`src/hw/rtl/patch_flow_densifier_defines.svh`:
```
// ----------------------------------------------------------------------------
// Patch flow densifier assertion macros
// Shared property wrappers for the densifier's concurrent checks.
// ----------------------------------------------------------------------------
`ifndef PATCH_FLOW_DENSIFIER_DEFINES_SVH
`define PATCH_FLOW_DENSIFIER_DEFINES_SVH

// Same-cycle implication, checked at every clock edge out of reset.
`define PFD_ASSERT_SAME(lbl, ante, cons, msg) \
  lbl: assert property (@(posedge clk) disable iff (!rst_n) (ante) |-> (cons)) \
    else $error(msg);

// Next-cycle implication, checked at every clock edge out of reset.
`define PFD_ASSERT_NEXT(lbl, ante, cons, msg) \
  lbl: assert property (@(posedge clk) disable iff (!rst_n) (ante) |=> (cons)) \
    else $error(msg);

`endif

```
`src/hw/rtl/pfd_pkg.sv`:
```
// ----------------------------------------------------------------------------
// Patch flow densifier package
// Constants, payload types, store entry layout and controller interface types.
// ----------------------------------------------------------------------------
package pfd_pkg;

  // Built image and patch limits.
  localparam int MAX_WIDTH   = 256;
  localparam int MAX_HEIGHT  = 256;
  localparam int MAX_PATCH   = 32;
  localparam int COVER_CAP   = 1024;

  // Store geometry: one entry per pixel, row-major.
  localparam int X_W         = $clog2(MAX_WIDTH);
  localparam int Y_W         = $clog2(MAX_HEIGHT);
  localparam int ADDR_W      = X_W + Y_W;
  localparam int STORE_DEPTH = MAX_WIDTH * MAX_HEIGHT;

  // Field widths.
  localparam int FLOW_W      = 16;
  localparam int SUM_W       = 26;
  localparam int CNT_W       = 11;
  localparam int DIM_W       = 9;
  localparam int PS_W        = 6;
  localparam int HALF_W      = PS_W - 1;
  localparam int WALK_W      = PS_W - 1;
  localparam int COORD_W     = DIM_W + 1;

  // Divider: one quotient bit per cycle over the whole sum magnitude.
  localparam int DIV_STEPS   = SUM_W;
  localparam int DIV_CNT_W   = $clog2(DIV_STEPS);

  // Configuration register indexes and reset values.
  localparam int CFG_IDX_W   = 2;
  localparam logic [CFG_IDX_W-1:0] CFG_IMAGE_WIDTH  = 2'd0;
  localparam logic [CFG_IDX_W-1:0] CFG_IMAGE_HEIGHT = 2'd1;
  localparam logic [CFG_IDX_W-1:0] CFG_PATCH_SIDE   = 2'd2;
  localparam logic [DIM_W-1:0] RST_IMAGE_WIDTH  = 9'd256;
  localparam logic [DIM_W-1:0] RST_IMAGE_HEIGHT = 9'd256;
  localparam logic [PS_W-1:0]  RST_PATCH_SIDE   = 6'd8;

  // Operation codes.
  localparam logic OP_ADD  = 1'b0;
  localparam logic OP_READ = 1'b1;

  // Input request payload.
  typedef struct packed {
    logic                     operation;
    logic [7:0]               patch_x;
    logic [7:0]               patch_y;
    logic                     patch_valid;
    logic signed [FLOW_W-1:0] flow_u;
    logic signed [FLOW_W-1:0] flow_v;
    logic [7:0]               pixel_x;
    logic [7:0]               pixel_y;
  } pfd_in_t;

  // Result request payload.
  typedef struct packed {
    logic signed [FLOW_W-1:0] dense_u;
    logic signed [FLOW_W-1:0] dense_v;
    logic                     covered;
  } pfd_out_t;

  // One store entry.
  typedef struct packed {
    logic signed [SUM_W-1:0] sum_u;
    logic signed [SUM_W-1:0] sum_v;
    logic [CNT_W-1:0]        count;
  } pfd_entry_t;

  localparam int ENTRY_W = $bits(pfd_entry_t);

  // Controller states.
  typedef enum logic [2:0] {
    ST_CLEAR,
    ST_IDLE,
    ST_WALK,
    ST_DRAIN,
    ST_RD_ISSUE,
    ST_RD_WAIT,
    ST_DIVIDE,
    ST_RESULT
  } pfd_state_t;

  // Commands from the controller to the datapath.
  typedef struct packed {
    logic load;
    logic clear_step;
    logic walk_step;
    logic rd_issue;
    logic rd_finish;
    logic out_load;
  } pfd_cmd_t;

  // Status from the datapath to the controller.
  typedef struct packed {
    logic in_op;
    logic in_add_go;
    logic clear_last;
    logic walk_last;
    logic rd_covered;
    logic div_done;
    logic out_free;
  } pfd_stat_t;

endpackage

```
`src/hw/rtl/pfd_ctrl.sv`:
```
// ----------------------------------------------------------------------------
// Patch flow densifier controller
// Sequences the clearing pass, patch walks and pixel reads.
// ----------------------------------------------------------------------------
`include "patch_flow_densifier_defines.svh"

module pfd_ctrl import pfd_pkg::*; (
  input  logic      clk,
  input  logic      rst_n,
  input  logic      in_valid,
  output logic      in_stall,
  output pfd_cmd_t  cmd,
  input  pfd_stat_t stat
);

  pfd_state_t state_r;
  pfd_state_t state_nxt;

  // State register.
  always_ff @(posedge clk) begin
    if (!rst_n) begin
      state_r <= ST_CLEAR;
    end else begin
      state_r <= state_nxt;
    end
  end

  // Next state.
  always_comb begin
    state_nxt = state_r;
    unique case (state_r)
      ST_CLEAR: begin
        if (stat.clear_last) state_nxt = ST_IDLE;
      end
      ST_IDLE: begin
        if (in_valid) begin
          if (stat.in_op == OP_READ) begin
            state_nxt = ST_RD_ISSUE;
          end else if (stat.in_add_go) begin
            state_nxt = ST_WALK;
          end
        end
      end
      ST_WALK: begin
        if (stat.walk_last) state_nxt = ST_DRAIN;
      end
      ST_DRAIN:    state_nxt = ST_IDLE;
      ST_RD_ISSUE: state_nxt = ST_RD_WAIT;
      ST_RD_WAIT: begin
        state_nxt = stat.rd_covered ? ST_DIVIDE : ST_RESULT;
      end
      ST_DIVIDE: begin
        if (stat.div_done) state_nxt = ST_RESULT;
      end
      ST_RESULT: begin
        if (stat.out_free) state_nxt = ST_IDLE;
      end
      default: state_nxt = ST_CLEAR;
    endcase
  end

  // Outputs per state.
  always_comb begin
    cmd      = '0;
    in_stall = 1'b1;
    unique case (state_r)
      ST_CLEAR:    cmd.clear_step = 1'b1;
      ST_IDLE: begin
        in_stall = 1'b0;
        cmd.load = in_valid;
      end
      ST_WALK:     cmd.walk_step = 1'b1;
      ST_DRAIN:    ;
      ST_RD_ISSUE: cmd.rd_issue = 1'b1;
      ST_RD_WAIT:  cmd.rd_finish = 1'b1;
      ST_DIVIDE:   ;
      ST_RESULT:   cmd.out_load = stat.out_free;
      default:     ;
    endcase
  end

  // A result is loaded only into a free output register.
  `PFD_ASSERT_SAME(a_load_free, cmd.out_load, stat.out_free, "result loaded over a held result")
  // Loading a result ends the read request.
  `PFD_ASSERT_NEXT(a_load_idle, cmd.out_load, state_r == ST_IDLE, "no return to idle after result")
  // The dividers finish only while the controller waits for them.
  `PFD_ASSERT_SAME(a_done_divide, stat.div_done, state_r == ST_DIVIDE, "divider done out of place")

endmodule

```
`config.mk`:
```
export PLATFORM = sky130hd
export DESIGN_NAME = pfd_ctrl
export DESIGN_NICKNAME = d
export VERILOG_FILES = /design/src/hw/rtl/pfd_pkg.sv /design/src/hw/rtl/pfd_ctrl.sv
export VERILOG_INCLUDE_DIRS = /design/src /design/src/hw/rtl
export SDC_FILE = /design/constraint.sdc
export NUM_CORES = 1
export LEC_CHECK = 0
export BUFFER_PORTS_ARGS = -buffer_cell sky130_fd_sc_hd__buf_2
export CELL_PAD_IN_SITES_DETAIL_PLACEMENT = 1
export CELL_PAD_IN_SITES_GLOBAL_PLACEMENT = 2
export CORE_MARGIN = 8
export CORE_UTILIZATION = 20
export CTS_BUF_LIST = sky130_fd_sc_hd__clkbuf_8
export DETAILED_ROUTE_END_ITERATION = 16
export PLACE_DENSITY = 0.84
export SLEW_MARGIN = 20
export SYNTH_ARGS = -nofsm -noshare
export SYNTH_HDL_FRONTEND = slang
export SYNTH_SLANG_ARGS = --single-unit
```
`constraint.sdc`:
```
create_clock -name clk -period 1.4 [get_ports clk]
set_input_delay 0.07 -clock clk [delete_from_list [all_inputs] [get_ports clk]]
set_output_delay 0.07 -clock clk [all_outputs]
set_load 0.005 [all_outputs]
```
# ---- Word level (Yosys, flattened, before mapping)
# Index checks and enable logic that the tools add are counted.
dict set report word_totals {
  ff_bits 3
  output_inout_bits 7
  input_bits 10
  ramBits 0
  mem_count 0
  mem_bits_ro 0
  elab_cells 32
  latch_bits 0
}
dict set report classes {
  n_mux 16
  addsub 0
  n_shift 0
  eq_ne 13
  multipliers 0
  reduce_logical 2
  div_mod_pow 0
  order_cmp 0
  bitwise 0
}
# op count
set op_table {}
lappend op_table {{$pmux W3 S8} 1}
lappend op_table {{$mux W3} 7}
lappend op_table {{$eq A3 B3 Y1 const B} 4}
lappend op_table {{$ne A2 B2 Y1 const B} 5}
lappend op_table {{$mux W1} 8}
lappend op_table {{$eq A3 B2 Y1 const B} 2}
lappend op_table {{$reduce_and A6 Y1} 1}
lappend op_table {{$eq A3 B1 Y1 const B} 1}
lappend op_table {{$logic_not A3 Y1} 1}
lappend op_table {{$ne A3 B3 Y1 const B} 1}

# ---- Logic depth before layout (Yosys ltp)
# Gate-level depths: netlist of the first run.
dict set report depth {
  word_depth 4
  mapped_depth 4
  depth_no_buf 3
}

# ---- Worst setup path after synthesis of the first run
# OpenSTA, ideal clock, no wires.
dict set report synth_timing {
  path_type {flip-flop to flip-flop}
  startpoint {register state_r[1]}
  endpoint {register state_r[0]}
  period_less_slack_ns 1.050
  arrival_ns 0.924
  stages_incl_launch_ff 4
  setup_slack_ns 0.350
  path_buffers 0
  setup_ns 0.126
  t_required_ns 1.274
  path_cell_list {dfxtp_1 > or3b_4 > o211ai_2 > nor3_2}
}
dict set report synth_via {
  elab_chain_cells 3
  elab_cells_between_ends 16
  cone_classes {eq/ne: 13; mux: 1; reduce/logical: 2}
}
# item line
set synth_lines {}
lappend synth_lines {{from (decl)} pfd_ctrl.sv:16} ;# pfd_state_t state_r;
lappend synth_lines {{from (signal assigned)} pfd_ctrl.sv:24} ;# state_r <= state_nxt;
lappend synth_lines {{$eq A3 B1 Y1, or another cell as far along} pfd_ctrl.sv:31} ;# unique case (state_r)
lappend synth_lines {{$ne A3 B3 Y1 (no line) / $ne A2 B2 Y1 (equally long branches)} -}
lappend synth_lines {{$reduce_and A6 Y1 (no line)} -}
# Parallel ways exist; a longest one is shown, timed or not.
# A chain may end at the register's enable or synchronous reset.

==> results, run 1 <==
- The run finished with clean final reports.
- The origin of the worst min-delay path is rst_n.
- The fraction of post-synthesis cell area in the top cell type by area is 23.1%.
- The fraction of power consumed by the clock network is 42.9%.
- The most used flip-flop cell after synthesis is sky130_fd_sc_hd__dfxtp_1.
- The register with the most flip-flops in the layout has 3 of them.
- The number of instances resized during post-cts repair is 0.
- Of the synthesized area, sequential elements account for 23.1%.
- The path with the worst hold slack has its endpoint at state_r[2].
- The maximum frequency from static timing analysis is 805 MHz.
- The synthesized area per cell is 8.13 sq um.
- Traced cell by cell, the critical path runs through or3b_4 > nor2_1 > buf_2.
- The initialized floorplan defines 13 standard-cell rows.
- The number of distinct library cells after synthesis is 21.
- By area the synthesized netlist is led by sky130_fd_sc_hd__dfxtp_1 (23%), sky130_fd_sc_hd__nor3b_1 (8.7%), sky130_fd_sc_hd__a311oi_1 (6.7%).
- The via count of the first global-routing pass came to 347.
- In this run the power density over the cells is 1420 nW/um^2.
- After legalization and detailed placement, the total HPWL measured 688 um.
- The clock skew is 0.00259 ns.
- Max-cap violations in this run came to 0.
- The worst register-to-register path ends at state_r[0].
- The final-report max-slew violation count came to 0.
- After detailed routing, the number of remaining DRC violations is 0.
- The proportion of layout cells with a drive suffix above 1 is 53.8%.
- Summed over all layers, the global routing overflow is 0.
- The clock net sink count is 3.
- Compared with the post-synthesis result, the final layout area differs by 58.2%.
- The congestion estimate from routability-driven global placement came to 0.731.
- The count of buffers from port buffering is 16.
- Entering global routing, the biggest net connects 13 pins.
- The die covers 2710 sq um.
- The largest individual stage delay along the critical path comes from the cell sky130_fd_sc_hd__or3b_4.
- The data required time of the critical path is 1.33 ns.
- The routed wirelength normalized by instance count is 12.9 um.
- The maximum resistive drop on vdd is 0.000412 V.
- The largest registers in the layout are state_r: 3 flops.
- The maximum buffer depth of the clock tree is 2.
- Once routing completed, OpenROAD measured the worst setup slack at 0.158 ns.
- The placed cell count is 63.
- During synthesis, Yosys emitted a total of 0 warnings.
- In the synthesized netlist the async set-or-reset flop fraction comes to 0%.
- The number of standard cells after synthesis is 32.
- Setup total negative slack on the finished layout was measured at 0 ns.
- The worst hold path was traced through 2 stages.
- After floorplanning, the core was sized to cover 1250 sq um.
- The clock buffer count from CTS is 3.
- The cell family with the largest share of critical-path delay is simple AND/OR/NAND/NOR gates.
- Across all layers, the routed design uses 329 vias.
- Net switching is 31.6% of the power.
- The hold buffer count at cts is 0.
- The number of search-and-repair iterations in the first detailed-routing pass is 4.
- For the pin with the worst max-slew slack, the measured transition is 0.307 ns.
- The sequential share of power is 19.8%.
- Subtracting the final worst setup slack from the clock period gives 1.24 ns.
- The initial core utilization is 20.8%.
- The portion of total power attributed to combinational logic is 37.3%.
- The analysis attributes to cell leakage a power of 0.000194 uW.
- The die height is 52.1 um.
- The post-detailed-routing wire length is 865 um.
- The number of nets produced by synthesis is 42.
- Across all register-to-register paths, the minimum setup slack is 0.28 ns.
- The sort of element at the end of the critical path is a primary output.
- Of the available clock period, the critical path in the final layout requires 88.7%.
- At the placement stage, the worst setup path has a slack of 0.301 ns.
- Counting cells, the worst reg-to-reg path comes to 3.
- The all-layer global routing usage is 7.10%.
- Setup repair after global routing left no endpoint under its margin.
- The register with the most flip-flops in the final layout is state_r.
- In this run the horizontal extent of the chip is 52.1 um.
- Yosys mapped a number of flops with a built-in enable equal to 0.
- The worst-case headroom to the max-slew limit is 79.5%.
- The post-route antenna net violation count is 0.
- The clock transition at the registers of the reported paths is 0.03 ns.
- The final number of hold-violating endpoints is 0.
- The critical path class is flip-flop to primary output.
- The synthesized flop and latch total is 3.
- The biggest area contributor in the post-synthesis netlist is sky130_fd_sc_hd__dfxtp_1.
- In this run the worst path has a maximum fanout of 4.
- Dividing the detail-routed via count by the number of cells gives 4.91.
- The number of antenna diodes in the final layout is 0.
- The internal power of the cells totals 399 uW.
- The number of I/O pins is 17.
- For this design the total switching power over the nets is 184 uW.
- The CTS tree is yes.
- The violation count after the first detailed-routing iteration is 4.
- The count of H-tree levels built during CTS is 1.
- The number of antenna violations at the first check in global routing came to 0.
- The kind of start point of the critical path is a flip-flop.
- The path class of the tightest hold or removal check is input pin to flip-flop.
- The final layout contains 63 nets.
- The first global-routing pass estimated 1430 um of wire.
- The worst register-to-register path begins at state_r[1].
- The worst stage delay on the critical path is 0.42 ns.
- The final number of setup-violating endpoints is 0.
- The number of cells in the finished layout apart from fillers is 67.
- Once the clock tree was built, the setup fixing pass inserted 0 buffers.
- The buffers plus inverters on the worst setup path is 1.
- By count the netlist is led by sky130_fd_sc_hd__buf_2 (3), sky130_fd_sc_hd__dfxtp_1 (3), sky130_fd_sc_hd__nor3b_1 (3).
- The master cell of the clock root buffer is sky130_fd_sc_hd__clkbuf_8.
- The clock reaches the later pin of the worst-skew pair after 0.22 ns.
- The data arrival time of the worst path is 1.17 ns.
- After synthesis the cells add up to 260 sq um.
==> logic make-up (layout without fill, tap and decap cells) <==
| kind of cell | Yosys count | count (layout) | synth area share, % |
|---|---|---|---|
| simple gates | 15 | 15 | 39.9 |
| compound gates | 8 | 8 | 26.9 |
| buf+inv | 6 | 26 | 10.1 |
| flops | 3 | 3 | 23.1 |
==> metal layers <==
layer  wire (um)  part of all wire [%]  vias to the layer above  GRT usage, %
met5           0                     0                        -             0
met4          25                   2.9                        0          6.64
met3          51                   5.9                        6          2.85
met2         443                    51                       12          11.2
met1         344                    40                      152          6.91
li1            -                     -                      159             -
==> worst max-delay path by stage <==
stage,startpoint,depth (start not counted),slack (ns),end
floorplan,state_r[1],3,0.35,state_r[0]
global placement,state_r[1],3,0.33,state_r[0]
detailed placement,state_r[1],3,0.30,state_r[0]
CTS,state_r[1],3,0.15,cmd[5]
global route,state_r[1],3,0.1,cmd[5]
finish,state_r[1],3,0.16,cmd[5]
==> power by group through the flow <==
| stage | registers (uW) | logic [uW] | clock network (uW) |
|---|---|---|---|
| after floorplan | 113 | 138 | 0 |
| after global placement | 115 | 216 | 0 |
| after detailed placement | 117 | 220 | 0 |
| after CTS | 115 | 222 | 257 |
| after global routing | 118 | 242 | 270 |
| final | 115 | 218 | 250 |
==> per-stage QoR <==
stage	utilization (%)	cell area (sq um)	hold slack, ns	total power [uW]
after floorplan	-	260	0.192	251
after global placement	29.3	367	0.327	331
after detailed placement	29.3	367	0.334	337
after CTS	32.9	412	0.117	594
after global routing	32.9	412	0.124	629
final	32.9	412	0.113	583
==> layout make-up <==
type,instances,area (sq um)
fillers,164,841
multi-input cells,23,174
repair buffers,19,103
flip-flops and latches,3,60.1
clock buffers,3,41.3
well taps,15,18.8
inverters,3,11.3
clock inverters,1,3.75
==> worst reg2reg max path, stage by stage (launching register included) <==
cell and delay (ns):
sky130_fd_sc_hd__dfxtp_1 0.33, sky130_fd_sc_hd__or3b_4 0.42, sky130_fd_sc_hd__o211ai_2 0.19, sky130_fd_sc_hd__nor3_2 0.05
==> cells in the final DEF, fill, tap and decap left out <==
| cell type | synthesis | final |
|---|---|---|
| sky130_fd_sc_hd__buf_2 | 3 | 16 |
| sky130_fd_sc_hd__buf_4 | 0 | 3 |
| sky130_fd_sc_hd__inv_2 | 1 | 1 |
| sky130_fd_sc_hd__dfxtp_1 | 3 | 3 |
| sky130_fd_sc_hd__nor2b_1 | 1 | 1 |
| sky130_fd_sc_hd__nor2_1 | 2 | 2 |
| sky130_fd_sc_hd__o21ai_0 | 2 | 2 |
| sky130_fd_sc_hd__nand4b_1 | 1 | 1 |
| sky130_fd_sc_hd__or3b_4 | 1 | 1 |
| sky130_fd_sc_hd__o211ai_2 | 1 | 1 |
| sky130_fd_sc_hd__nand2_1 | 2 | 2 |
| sky130_fd_sc_hd__a311oi_1 | 2 | 2 |
| sky130_fd_sc_hd__clkbuf_8 | 0 | 3 |
| sky130_fd_sc_hd__nor3_1 | 1 | 1 |
| sky130_fd_sc_hd__nand2b_1 | 1 | 1 |
| sky130_fd_sc_hd__and2_1 | 1 | 1 |
| sky130_fd_sc_hd__o2bb2ai_1 | 1 | 1 |
| sky130_fd_sc_hd__nor3_2 | 1 | 1 |
| sky130_fd_sc_hd__a2111oi_2 | 1 | 1 |
| sky130_fd_sc_hd__and4bb_2 | 1 | 1 |
| sky130_fd_sc_hd__inv_1 | 2 | 3 |
| sky130_fd_sc_hd__a31oi_1 | 1 | 1 |
| sky130_fd_sc_hd__nor3b_1 | 3 | 3 |
Note: power is estimated with default switching activity, not from simulation.
==> run 2: changes to the inputs <==
CELL_PAD_IN_SITES_GLOBAL_PLACEMENT = 1   (was 2)
CORE_AREA = 2 2 39 41   (was default)
CORE_MARGIN = default   (was 8)
CORE_UTILIZATION = default   (was 20)
DIE_AREA = 0 0 41 43   (was default)
PLACE_DENSITY = 0.67   (was 0.84)
==> results, run 2 (synthesis gave the netlist of run 1 again) <==
- The flow ran to the end, and the final reports show no timing, DRC or antenna violations.
- The placed cell count came to 64 (+1.6%).
- The width of the die is 41 um (-21%).
- The beginning of the worst register-to-register path is state_r[1].
- The total vias in the final route was 308 (-6.4%).
- The maximum buffer depth of the clock tree came to 2 (unchanged).
- The path category of the worst min-delay check is input pin to flip-flop.
- The most critical setup path has its startpoint at state_r[1].
- The data required time of the critical path was 1.33 ns (about the same).
- The clock period minus worst slack is 1.23 ns (-0.0108 ns).
- The standard cell core area is 1380 sq um (+10%).
- The CTS tree is yes.
- The post-route antenna net violation count is 0 (unchanged).
- In this run the most critical hold path is launched from rst_n.
- The final estimated routing congestion in global placement was 0.626 (-14%).
- The number of maximum-capacitance constraint violations was 0 (unchanged).
- The final clock period utilization by the worst path came to 87.9% (-0.77 points).
- The global-route wire length before repair is 1150 um (-19%).
- The number of remaining DRC errors is 0 (unchanged).
- The power density over the cells is 1380 nW/um^2 (-2.5%).
- The proportion of layout cells with a drive suffix above 1 was 53.8% (unchanged).
- The clock skew came to 0.00143 ns (-0.00116 ns).
- The buffers plus inverters on the worst setup path is 1 (unchanged).
- The floorplan row count is 14 (+1).
- The actual transition at the worst max-transition pin is 0.304 ns (-0.00309 ns).
- The number of stages on the worst setup path came to 3 (unchanged).
- The via count of the first global-routing pass was 291 (-16%).
- The cell sitting at the root of the clock tree is a sky130_fd_sc_hd__clkbuf_8.
- The count of buffers from port buffering is 16 (unchanged).
- The maximum resistive drop on vdd was 0.000375 V (-9.0%).
- The register with the most flip-flops in the final layout is state_r.
- The number of instances resized during post-cts repair is 0 (unchanged).
- The cell family with the largest share of critical-path delay is simple AND/OR/NAND/NOR gates.
- The number of antenna violations at the first check in global routing is 0 (unchanged).
- The all-layer global routing usage is 9.92% (+2.8 points).
- The number of nets in the finished design is 63 (unchanged).
- On the critical path, the stage with the largest delay is an instance of sky130_fd_sc_hd__or3b_4.
- The worst-case headroom to the max-slew limit is 79.7% (+0.21 points).
- The number of antenna cells inserted is 0 (unchanged).
- The final-report max-slew violation count is 0 (unchanged).
- The number of I/O pins came to 17 (unchanged).
- The leakage power of the design was 0.000194 uW (unchanged).
- The largest fanout on the critical path is 4 (unchanged).
- The worst stage delay on the critical path is 0.42 ns (about the same).
- The count of H-tree levels built during CTS was 1 (unchanged).
- The routed wirelength normalized by instance count was 11.0 um (-15%).
- The violation count after the first detailed-routing iteration is 0 (-4).
- Setup repair after global routing left no endpoint under its margin.
- The clock transition at the registers of the reported paths is 0.03 ns (about the same).
- The latest clock arrival within the worst-skew pair came to 0.21 ns (about the same).
- The number of cells in the finished layout apart from fillers was 68 (+1.5%).
- The maximum frequency from static timing analysis is 812 MHz (+0.87%).
- The pin count of the biggest net entering global routing is 13 (unchanged).
- The post-detailed-routing wire length was 747 um (-14%).
- The endpoint of the most critical register-to-register path is state_r[0].
- The total power after layout is 570 uW (-2.2%).
- The largest registers in the layout are state_r: 3 flops.
- The die footprint was 1760 sq um (-35%).
- The die height came to 43 um (-17%).
- The data arrival time of the worst path is 1.16 ns (about the same).
- The reg-to-reg setup timing slack is 0.30 ns (+0.02 ns).
- The fill cell total of the finished layout is 174 (+6.1%).
- The initial core utilization is 18.8% (-2.0 points).
- From synthesis to final layout, the design area changed by 58.7%.
- The setup path with the least slack is of type flip-flop to primary output.
- The endpoint of the worst setup timing path is cmd[5].
- The detailed placement HPWL is 579 um (-16%).
- The worst setup path is launched from a flip-flop.
- The number of buffers added for setup after CTS is 0 (unchanged).
- The area of all placed cells without fillers is 413 sq um (+0.30%).
- The clock net sink count is 3 (unchanged).
- The final number of setup-violating endpoints is 0 (unchanged).
- The clock buffer count from CTS is 3 (unchanged).
- The via count normalized by instance count came to 4.53 (-7.8%).
- The hold buffer count at cts is 0 (unchanged).
- The setup TNS is 0 ns (unchanged).
- Leaving out fill and tap cells, the most frequent cell in the layout is sky130_fd_sc_hd__buf_2.
- The post-place instance area came to 368 sq um (+0.34%).
- The number of search-and-repair iterations in the first detailed-routing pass came to 1 (-3).
- The sort of element at the end of the critical path is a primary output.
- The final number of hold-violating endpoints is 0 (unchanged).
- Walking the worst path, the cells encountered are or3b_4 > nor2_1 > buf_2.
- The cell count of the worst reg-to-reg path is 3 (unchanged).
- The final global-route overflow total is 0 (unchanged).
- The final standard cell utilization of the core is 29.8% (-3.0 points).
- The number of flip-flops in the largest register is 3 (unchanged).
-- run 2: cell counts in the layout (fill, tap and decap cells not counted) --
Identical to the previous run, type by type.
-- run 2: cell type report --
class / count / area [sq um] / share of cell area (%)
inverter: 3 / 11.3 / 2.73
clock inverter: 1 / 3.75 / 0.909
clock buffer: 3 / 41.3 / 10.0
multi-input combinational: 23 / 174 / 42.1
sequential: 3 / 60.1 / 14.5
tap: 16 / 20.0 / 4.85
timing repair buffer: 19 / 103 / 24.8
-- run 2: worst min path at each step --
stage	endpoint	cells past startpoint
after CTS	state_r[2]	2
after detailed placement	state_r[2]	2
final	state_r[2]	2
after global routing	state_r[2]	2
after floorplan	state_r[2]	1
after global placement	state_r[2]	2
-- run 2: metrics by stage --
step | worst slack, ns | hold slack (ns)
after CTS | 0.162 | 0.105
after floorplan | 0.350 | 0.192
after global placement | 0.327 | 0.330
final | 0.169 | 0.105
after global routing | 0.117 | 0.116
after detailed placement | 0.295 | 0.334
-- run 2: power by group --
group          total [uW]  internal (uW)  switching, uW
clock network         242            187           55.1
logic                 212            108            104
registers             116            103           12.7
-- run 2: layer usage --
| layer | part of all wire (%) | vias to the layer above | wire length (um) | GRT usage (%) |
|---|---|---|---|---|
| met5 | 0 | - | 0 | 0 |
| met4 | 0 | 0 | 0 | 8.00 |
| met3 | 4.7 | 0 | 35 | 3.14 |
| met2 | 53 | 7 | 397 | 15.6 |
| met1 | 42 | 144 | 314 | 9.90 |
| li1 | - | 157 | - | - |
-- run 2: worst reg2reg max path: stages, from the launching register on --
cell,delay (ns)
sky130_fd_sc_hd__dfxtp_1,0.34
sky130_fd_sc_hd__or3b_4,0.42
sky130_fd_sc_hd__o211ai_2,0.18
sky130_fd_sc_hd__nor3_2,0.05
